## src/rtl/mbrtu_pkg.sv

```systemverilog
// Shared types, codes and the CRC-16/Modbus byte update for the Modbus RTU frame engine.
// No dependencies.
package mbrtu_pkg;

  localparam int unsigned FrameBytes    = 8;
  localparam int unsigned RegisterCount = 128;

  localparam logic [15:0] CrcInit = 16'hFFFF;
  localparam logic [15:0] CrcPoly = 16'hA001;

  localparam logic [7:0]  FuncRead  = 8'd3;
  localparam logic [7:0]  FuncWrite = 8'd6;

  localparam logic [15:0] CmdOperate = 16'h0001;
  localparam logic [15:0] CmdStop    = 16'h0002;
  localparam logic [15:0] CmdPreOp   = 16'h0080;

  // only this register feeds any logic (motor duty on an operate command)
  localparam logic [15:0] DutyRegIndex  = 16'd6;
  localparam logic [15:0] MotorRegIndex = 16'd0;

  typedef enum logic [1:0] {
    StatusAnswered     = 2'd0,
    StatusCrcError     = 2'd1,
    StatusAddrMismatch = 2'd2,
    StatusNotHandled   = 2'd3
  } frame_status_e;

  typedef logic [7:0] byte_t;

  // reflected CRC-16 update over one byte, LSB first
  function automatic logic [15:0] crc_byte(input logic [15:0] crc_in, input byte_t b);
    logic [15:0] c;
    c = crc_in ^ {8'h00, b};
    for (int k = 0; k < 8; k++) begin
      if (c[0]) begin
        c = (c >> 1) ^ CrcPoly;
      end else begin
        c = c >> 1;
      end
    end
    return c;
  endfunction

endpackage

```

## src/rtl/modbus_rtu_slave_frame_engine_top.sv

```systemverilog
// Modbus RTU slave frame engine: collects 8-byte frames, checks CRC and address,
// handles read (3) and write (6) functions and drives motor pins and PWM duty.
// Depends on mbrtu_pkg.
//
// Usage:
//   s_axis carries one received byte per transfer together with the current
//   converter sample. Bytes 0..6 of a frame give no result. The eighth byte
//   completes the frame: an answered frame yields eight reply bytes on m_axis
//   (tuser tx_valid high, tlast on the eighth); any other outcome yields one
//   status-only transfer with tlast high.
//   Latency: the first result is presented the cycle after the eighth byte.
//   Throughput: one input byte per cycle; one result per cycle. The eighth
//   byte of a frame is held off only while the previous frame's replies are
//   still queued in the 8-byte reply buffer, so a ready receiver sustains one
//   byte per cycle. The CRC is updated one byte per cycle by an unrolled step.
//   When the receiver stalls, the current result holds and bytes 0..6 of the
//   next frame are still taken. Reset clears the byte position, CRC, last
//   command, motor pins, duty, LED flag and register 6, and sets the node
//   address to 1. No clearing sweep is needed. cfg_we_i writes the node
//   address; the user must do so only while idle, as the block does not check.
module modbus_rtu_slave_frame_engine_top (
  input  logic        clk_i,
  input  logic        rst_ni,
  input  logic        cfg_we_i,
  input  logic [7:0]  cfg_wdata_i,     // server_address
  input  logic        s_axis_tvalid,
  output logic        s_axis_tready,
  input  logic [23:0] s_axis_tdata,    // [7:0] rx_byte, [17:8] adc_sample, [23:18] zero
  output logic        m_axis_tvalid,
  input  logic        m_axis_tready,
  output logic [23:0] m_axis_tdata,    // [7:0] tx_byte, [8] motor_a, [9] motor_b,
                                       // [17:10] pwm_duty, [18] led_off, [23:19] zero
  output logic [2:0]  m_axis_tuser,    // [0] tx_valid, [2:1] frame_status
  output logic        m_axis_tlast
);
  import mbrtu_pkg::*;

  localparam int unsigned PosW = $clog2(FrameBytes);
  localparam logic [PosW-1:0] LastPos = PosW'(FrameBytes - 1);

  logic [7:0]     addr_q, addr_d;
  logic [PosW-1:0] pos_q, pos_d;
  logic [15:0]    crc_q, crc_d;
  logic [15:0]    crc4_q, crc4_d;
  byte_t          frame_q [FrameBytes-1];
  byte_t          frame_d [FrameBytes-1];
  logic [7:0]     last_cmd_q, last_cmd_d;
  logic [15:0]    reg6_q, reg6_d;
  logic           motor_a_q, motor_a_d;
  logic           motor_b_q, motor_b_d;
  logic [7:0]     duty_q, duty_d;
  logic           led_off_q, led_off_d;

  byte_t          reply_q [FrameBytes];
  byte_t          reply_d [FrameBytes];
  logic           busy_q, busy_d;
  logic           single_q, single_d;
  frame_status_e  status_q, status_d;
  logic [PosW-1:0] ptr_q, ptr_d;

  logic        s_xfer, m_xfer, frame_done, out_last;
  byte_t       rx_byte;
  logic [9:0]  sample;
  logic [15:0] rx_crc, regis, data, reply_crc;
  byte_t       sample_hi;
  logic [15:0] crc_next;

  assign rx_byte   = s_axis_tdata[7:0];
  assign sample    = s_axis_tdata[17:8];
  assign sample_hi = {6'b0, sample[9:8]};

  assign out_last      = single_q || (ptr_q == LastPos);
  assign m_axis_tvalid = busy_q;
  assign m_xfer        = m_axis_tvalid && m_axis_tready;
  // the completing byte needs the reply buffer free or draining now
  assign s_axis_tready = (pos_q != LastPos) || !busy_q || (m_xfer && out_last);
  assign s_xfer        = s_axis_tvalid && s_axis_tready;
  assign frame_done    = s_xfer && (pos_q == LastPos);

  assign rx_crc    = {frame_q[6], rx_byte};
  assign regis     = {frame_q[2], frame_q[3]};
  assign data      = {frame_q[4], frame_q[5]};
  assign crc_next  = crc_byte(crc_q, rx_byte);
  // header bytes 0..3 of a read reply match the request, so resume from crc4
  assign reply_crc = crc_byte(crc_byte(crc4_q, sample_hi), sample[7:0]);

  always_comb begin
    addr_d     = addr_q;
    pos_d      = pos_q;
    crc_d      = crc_q;
    crc4_d     = crc4_q;
    frame_d    = frame_q;
    last_cmd_d = last_cmd_q;
    reg6_d     = reg6_q;
    motor_a_d  = motor_a_q;
    motor_b_d  = motor_b_q;
    duty_d     = duty_q;
    led_off_d  = led_off_q;
    reply_d    = reply_q;
    busy_d     = busy_q;
    single_d   = single_q;
    status_d   = status_q;
    ptr_d      = ptr_q;

    if (cfg_we_i) begin
      addr_d = cfg_wdata_i;
    end

    // drain the reply buffer
    if (m_xfer) begin
      if (out_last) begin
        busy_d = 1'b0;
      end else begin
        ptr_d = ptr_q + 1'b1;
      end
    end

    if (s_xfer && !frame_done) begin
      frame_d[pos_q] = rx_byte;
      pos_d          = pos_q + 1'b1;
      if (pos_q < PosW'(6)) begin
        crc_d = crc_next;
      end
      if (pos_q == PosW'(3)) begin
        crc4_d = crc_next;
      end
    end

    if (frame_done) begin
      pos_d  = '0;
      crc_d  = CrcInit;
      busy_d = 1'b1;
      ptr_d  = '0;
      for (int i = 0; i < FrameBytes - 1; i++) begin
        reply_d[i] = frame_q[i];
      end
      reply_d[FrameBytes-1] = rx_byte;

      if (rx_crc != crc_q) begin
        single_d = 1'b1;
        status_d = StatusCrcError;
      end else if (frame_q[0] != addr_q) begin
        led_off_d = 1'b1;
        single_d  = 1'b1;
        status_d  = StatusAddrMismatch;
      end else if (frame_q[1] == FuncRead) begin
        single_d   = 1'b0;
        status_d   = StatusAnswered;
        last_cmd_d = data[7:0];
        if (regis == DutyRegIndex) begin
          reg6_d = {6'b0, sample};
        end
        reply_d[4] = sample_hi;
        reply_d[5] = sample[7:0];
        reply_d[6] = reply_crc[15:8];
        reply_d[7] = reply_crc[7:0];
      end else if (frame_q[1] == FuncWrite) begin
        single_d   = 1'b0;
        status_d   = StatusAnswered;
        last_cmd_d = data[7:0];
        if (regis == MotorRegIndex) begin
          if (data == CmdPreOp) begin
            if (last_cmd_q != CmdPreOp[7:0]) begin
              motor_a_d = 1'b0;
              motor_b_d = 1'b1;
            end
          end else if (data == CmdOperate) begin
            if (last_cmd_q != CmdOperate[7:0]) begin
              motor_a_d = 1'b0;
              motor_b_d = 1'b1;
              // register 6 / 4, saturated at 255
              duty_d = (reg6_q[15:10] != '0) ? 8'hFF : reg6_q[9:2];
            end
          end else if (data == CmdStop) begin
            if (last_cmd_q != CmdStop[7:0]) begin
              motor_a_d = 1'b0;
              motor_b_d = 1'b0;
            end
          end
        end else if (regis == DutyRegIndex) begin
          reg6_d = data;
        end
      end else begin
        single_d = 1'b1;
        status_d = StatusNotHandled;
      end
    end
  end

  always_ff @(posedge clk_i or negedge rst_ni) begin
    if (!rst_ni) begin
      addr_q     <= 8'd1;
      pos_q      <= '0;
      crc_q      <= CrcInit;
      last_cmd_q <= '0;
      reg6_q     <= '0;
      motor_a_q  <= 1'b0;
      motor_b_q  <= 1'b0;
      duty_q     <= '0;
      led_off_q  <= 1'b0;
      busy_q     <= 1'b0;
      single_q   <= 1'b0;
      status_q   <= StatusAnswered;
      ptr_q      <= '0;
    end else begin
      addr_q     <= addr_d;
      pos_q      <= pos_d;
      crc_q      <= crc_d;
      last_cmd_q <= last_cmd_d;
      reg6_q     <= reg6_d;
      motor_a_q  <= motor_a_d;
      motor_b_q  <= motor_b_d;
      duty_q     <= duty_d;
      led_off_q  <= led_off_d;
      busy_q     <= busy_d;
      single_q   <= single_d;
      status_q   <= status_d;
      ptr_q      <= ptr_d;
    end
  end

  // payload: no reset
  always_ff @(posedge clk_i) begin
    crc4_q  <= crc4_d;
    frame_q <= frame_d;
    reply_q <= reply_d;
  end

  assign m_axis_tdata = {5'b0, led_off_q, duty_q, motor_b_q, motor_a_q,
                         single_q ? 8'h00 : reply_q[ptr_q]};
  assign m_axis_tuser = {status_q, !single_q};
  assign m_axis_tlast = out_last;

endmodule

```

## config.mk

```make
export PLATFORM = sky130hd
export DESIGN_NAME = modbus_rtu_slave_frame_engine_top
export DESIGN_NICKNAME = d
export VERILOG_FILES = /design/src/rtl/mbrtu_pkg.sv /design/src/rtl/modbus_rtu_slave_frame_engine_top.sv
export SDC_FILE = /design/constraint.sdc
export NUM_CORES = 1
export LEC_CHECK = 0
export ABC_AREA = 0
export ABC_CLOCK_PERIOD_IN_PS = 3200
export BUFFER_PORTS_ARGS = -buffer_cell sky130_fd_sc_hd__buf_2
export CAP_MARGIN = 20
export CORE_UTILIZATION = 35
export DETAILED_ROUTE_END_ITERATION = 7
export GPL_ROUTABILITY_DRIVEN = 0
export HOLD_SLACK_MARGIN = 0.03
export PLACE_DENSITY = 0.54
export SYNTH_ARGS = -nofsm -noshare
export SYNTH_HDL_FRONTEND = slang
export SYNTH_SLANG_ARGS = --single-unit
export TNS_END_PERCENT = 1
```

## constraint.sdc

```tcl
create_clock -name clk_i -period 3.2 [get_ports clk_i]
set_input_delay 0.32 -clock clk_i [delete_from_list [all_inputs] [get_ports clk_i]]
set_output_delay 0.32 -clock clk_i [all_outputs]
set_load 0.02 [all_outputs]
```

; ---- Word level (Yosys, flattened, before mapping)
; Index checks and enable logic that the tools add are counted.
[classes]
addsub = 2
magnitude_cmp = 4
eq_ne = 19
mux = 71
bitwise = 33
reduce_logical = 30
[ops]
columns = op, count
row1 = 2-to-1 mux 16 bit, 32
row2 = 2-to-1 mux 32 bit, 3
row3 = NOT 2 -> 3 bit, 24
row4 = bitwise mux 56 bit, 1
row5 = 2-to-1 mux 8 bit, 7
row6 = bitwise XOR 16 x 8 -> 16 bit, 2
row7 = binary-select mux 8 bit (select 3 bit), 1
row8 = demux 8 bit (select 3 bit), 1
row9 = 2-to-1 mux 1 bit, 17
row10 = equality test 16 x 1 -> 1 bit (second input constant), 1
row11 = equality test 16 x 2 -> 1 bit (second input constant), 1
row12 = equality test 16 x 3 -> 1 bit (second input constant), 1
row13 = equality test 16 x 8 -> 1 bit (second input constant), 1
row14 = logical NOT 16 bit, 1
row15 = inequality test 16 bit, 1
row16 = bitwise XOR 16 x 2 -> 16 bit, 1
row17 = 2-to-1 mux 3 bit, 5
row18 = AND reduction 10 bit, 1
row19 = nonzero test 2 bit, 5
row20 = AND reduction 9 bit, 1
row21 = equality test 8 x 2 -> 1 bit (second input constant), 1
row22 = equality test 8 x 3 -> 1 bit (second input constant), 1
row23 = >= comparator 4 bit (second input constant), 2
row24 = 2-to-1 mux 2 bit, 4
row25 = 24 further kinds, 44
[totals]
regBits = 205
out_inout_bits = 30
word_cells = 188

; ---- Longest topological paths before layout
[depth]
word_depth = 37
depth_mapped = 10
depth_no_buf = 8

; ---- Worst setup path after synthesis
; Ideal clock, no wire load.
[synth_timing]
path_kind = register -> register
start = reg pos_q[1]
end = reg status_q[1]
setup_time_ns = 0.075
t_arrival_ns = 3.072
slack_ns = 0.053
path_stages_with_launch = 9
period_less_slack_ns = 3.147
path_cell_list = dfrtp_1 > ha_1 > ha_1 > nand2_1 > a21o_1 > clkbuf_1 > inv_1 > o311ai_0 > nand2_1
[synth_between]
elab_chain_len = 5
word_cells_on_any_way = 6
[synth_rtl]
columns = item, line_no
row1 = from (decl), modbus_rtu_slave_frame_engine_top.sv:42  ; logic [PosW-1:0] pos_q, pos_d;
row2 = from (signal assigned), modbus_rtu_slave_frame_engine_top.sv:207  ; pos_q <= pos_d;
row3 = inequality test 3 bit, modbus_rtu_slave_frame_engine_top.sv:76  ; assign s_axis_tready = (pos_q != LastPos) || !busy_q || (m_xfer && out_last);
row4 = logical OR 1 bit (2 in series), modbus_rtu_slave_frame_engine_top.sv:76
row5 = logical AND 1 bit, modbus_rtu_slave_frame_engine_top.sv:77  ; assign s_xfer = s_axis_tvalid && s_axis_tready;
row6 = logical AND 1 bit *, modbus_rtu_slave_frame_engine_top.sv:78  ; assign frame_done = s_xfer && (pos_q == LastPos);
row7 = to (signal assigned), modbus_rtu_slave_frame_engine_top.sv:203  ; status_q <= StatusAnswered;
row8 = to (signal assigned), modbus_rtu_slave_frame_engine_top.sv:217  ; status_q <= status_d;
row9 = to (decl), modbus_rtu_slave_frame_engine_top.sv:58  ; frame_status_e status_q, status_d;
; Mark *: on every way between the ends. The rest lies on a longest branch, timed or not.
; A chain may end at the register's enable or synchronous reset.

; ---- Worst setup path after layout
[layout_timing]
start = reg crc_q[0]
end = reg reply_q[16] in the netlist's numbering (data pin)
[layout_between]
elab_chain_len = 2
[layout_rtl]
columns = item, line_no
row1 = from (decl), modbus_rtu_slave_frame_engine_top.sv:43  ; logic [15:0] crc_q, crc_d;
row2 = from (signal assigned), modbus_rtu_slave_frame_engine_top.sv:194  ; crc_q <= CrcInit;
row3 = from (signal assigned), modbus_rtu_slave_frame_engine_top.sv:208  ; crc_q <= crc_d;
row4 = inequality test 16 bit, modbus_rtu_slave_frame_engine_top.sv:139  ; if (rx_crc != crc_q) begin
row5 = 2-to-1 mux 32 bit, modbus_rtu_slave_frame_engine_top.sv:139
row6 = to (signal assigned), modbus_rtu_slave_frame_engine_top.sv:226  ; reply_q <= reply_d;
row7 = to (decl), modbus_rtu_slave_frame_engine_top.sv:54  ; byte_t reply_q [FrameBytes];
; No other way between the ends.

==> flow_summary.ini <==
[die]
die_area_mm2 = 0.02582
start_util = 0.3592
rows = 57
die_w_um = 160.7
ioPinCount = 67
dieHeight_um = 160.7
coreArea_mm2 = 0.02453

[placement]
hpwlAfterDp_mm = 14.95
place_area_mm2 = 0.009615
io_buffers = 54

[synth]
syn-instance-count = 596
muxShareOfSynthArea = 0.1075
synth-xor-area-share = 0.08051
synthTopCellsByCount = 136 x edfxtp_1, 55 x nand2_1, 49 x dfrtp_1, 49 x xnor2_1, 37 x nor2_1
yosysTopAreaCell = edfxtp_1
yosysTopAreaCellShare = 0.4634
synth_area_leaders = edfxtp_1 46%, dfrtp_1 14%, dfstp_2 5.1%, xnor2_1 4.9%, mux4_2 4.1%
ys_seq_elements = 202
synth_compound_area_frac = 0.04402
synth-simple-area-share = 0.07980
synth_seq_area_share = 0.6533
synth_top_family_by_area = multiplexers
ys_types = 55
synth-edff-count = 136
synthArstFlopShare = 0.3267
syn_area_mm2 = 0.008812
synthAdderAreaFrac = 0.01278
synth_warnings = 0
syn_avg_cell_area_um2 = 14.79
ys.flop_type = edfxtp_1
yosysMostFrequentCell = edfxtp_1

[finish]
num_antenna_cells = 0
final_nets = 726
fin_area_mm2 = 0.01039
synthToLayoutAreaGrowth_pct = 17.90
drive_gt1_frac = 0.2658
finish.utilization = 0.4235

[global_route]
grt_pass1_wl_mm = 31.97
grt_max_degree = 45
track_usage = 0.1636
grt_pass1_vias = 5314
grt_overflow = 0
antenna_found_initial = 0

[cts]
cts_buffers = 22
cts-root-buf = clkbuf_16
path_clk_slew_ps = 60
cts_buffer_depth = 3
tritoncts = yes
cts_setup_buffers = 0
ctsHtreeMaxLevel = 1
clkSinkCount = 202
clkLatencyLatePin_ps = 500

[worst_hold_path]
worstHoldPathType = input pin to register
whs_path_depth = 2
hp-start = cfg_wdata_i[4]
holdPathEnd = addr_q[4]$_DFFE_PN0P_

[sta]
finalHoldViolations = 0
clock.fmax_mhz = 331.8
period_share = 0.9417
fin_skew_ps = 14.21
drv_slew = 0
setup_violations = 0
hold_slack_ps = 52.50
rsz0062_at_grt = no
min_period_ps = 3013
tightest_slew_ps = 845.6
tns_ps = 0
slew_headroom = 0.4363

[worst_setup_path]
cp-start-kind = register
r2r-end = reply_q[16]$_DFFE_PP_
critPathCaptureType = register
cp-startpoint = crc_q[0]$_DFFE_PN1P_
cp_data_arrival_time_ps = 3250
crit_type = register to register
reg2reg_slack_ps = 190
r2r-start = crc_q[0]$_DFFE_PN1P_
reg2reg_depth = 9
worstPathRequired_ps = 3440
crit_fanout = 44

[routing]
vias_per_cell = 4.937
drc_errors = 0
vias = 5036
wl_per_cell_um = 20.09
detail_route.iter0.violations = 367
wl_mm = 20.50
ant_nets = 0
drt_pass1_iterations = 5

[pwr]
leakage_nw = 3.952
powerDensity_mw_per_mm2 = 757.1
finalPower_mw = 7.867
peakVddDrop_mv = 0.3873

[run]
cap_viol_max_count = 0

[outcome]
status = finished, final reports clean
-- state kept, by name, indices dropped and copies added, names as in the netlist --
register,cells
status_q,2
addr_q,8
frame_q,40
reply_q,64
crc_q,16
motor_b_q,1
data,16
m_axis_tvalid,1
led_off_q,1
last_cmd_q,8
ptr_q,3
pos_q,3
duty_q,8
single_q,1
crc4_q,16
reg6_q,14
-- final cells by class --
class | count | area [um^2]
Fill cell | 2270 | 14140
Multi-Input combinational cell | 357 | 2889
Timing Repair Buffer | 83 | 528.0
Clock inverter | 14 | 151.4
Inverter | 14 | 52.55
Sequential cell | 202 | 5757
Clock buffer | 26 | 606.8
Tap cell | 324 | 405.4
-- what timing repair did --
action	4_1_cts	5_1_grt
endpoints found under the setup margin	0	3
resized for setup	0	1
hold endpoints to repair	34	0
hold buffers	1	0
-- cells in the final DEF (no fill, tap or decap), types with 3 or more instances in the layout --
cell type,instances
o22a_1,16
ha_1,9
nand4_1,6
buf_2,54
dfstp_2,17
clkinv_2,6
inv_1,13
o21ai_1,7
dfrtp_1,49
buf_12,3
xnor2_1,49
edfxtp_1,136
o21ai_0,22
a31oi_1,3
mux2_2,21
xor2_1,14
mux4_2,16
conb_1,6
nor3_1,4
bufinv_16,3
buf_4,25
nand2_1,55
nor4_1,9
nor2_1,37
nand3_1,8
and2_1,6
clkbuf_16,23
mux2_1,8
nand2b_1,3
mux2i_1,26
-- worst max-delay path by stage --
stage / end / slack, ps / depth (start not counted)
3_5_place_dp: reply_q[16]$_DFFE_PP_ / 100 / 10
5_1_grt: reply_q[24]$_DFFE_PP_ / 30 / 9
3_3_place_gp: reply_q[16]$_DFFE_PP_ / 140 / 10
6_report: reply_q[16]$_DFFE_PP_ / 190 / 9
4_1_cts: reply_q[16]$_DFFE_PP_ / 120 / 9
2_1_floorplan: status_q[1]$_DFFE_PN0P_ / 50 / 8
-- cell families (layout without fill, tap and decap cells) --
| kind of cell | after synthesis | after routing |
|---|---|---|
| other cells | 1 | 6 |
| mux | 71 | 71 |
| buf+inv | 42 | 137 |
| simple gates | 143 | 143 |
| fa+ha+maj | 9 | 9 |
| xor+xnor | 70 | 70 |
| flops | 202 | 202 |
| compound gates | 58 | 58 |
-- where the power goes --
group | internal [mW] | leakage [nW] | switching [mW]
Sequential | 3.31 | 2.02 | 0.237
Clock | 1.60 | 0.372 | 1.01
Combinational | 0.828 | 1.56 | 0.883
Total | 5.74 | 3.95 | 2.13
-- layer usage --
| metal | GRT usage | part of all wire |
|---|---|---|
| met1 | 0.2163 | 0.44 |
| met3 | 0.02040 | 0.041 |
| met2 | 0.2786 | 0.49 |
| met5 | 0 | 0 |
| met4 | 0.05455 | 0.028 |
-- metrics by stage --
| step | setup WS (ps) | cells |
|---|---|---|
| 2_1_floorplan | 52.99 | 601 |
| 3_3_place_gp | 138.1 | 978 |
| 3_5_place_dp | 104.6 | 979 |
| 4_1_cts | 121.8 | 1020 |
| 5_1_grt | 28.08 | 1020 |
| 6_report | 186.5 | 1020 |
-- critical path, cell delays in order, from the launching register on --
cell	delay [ps]
dfstp_2	530
xnor2_1	210
ha_1	230
and4_1	200
nand2_1	100
nor4_2	280
buf_4	150
or4b_1	480
buf_12	210
mux2_1	340
Power figures use the tool's default switching activity.
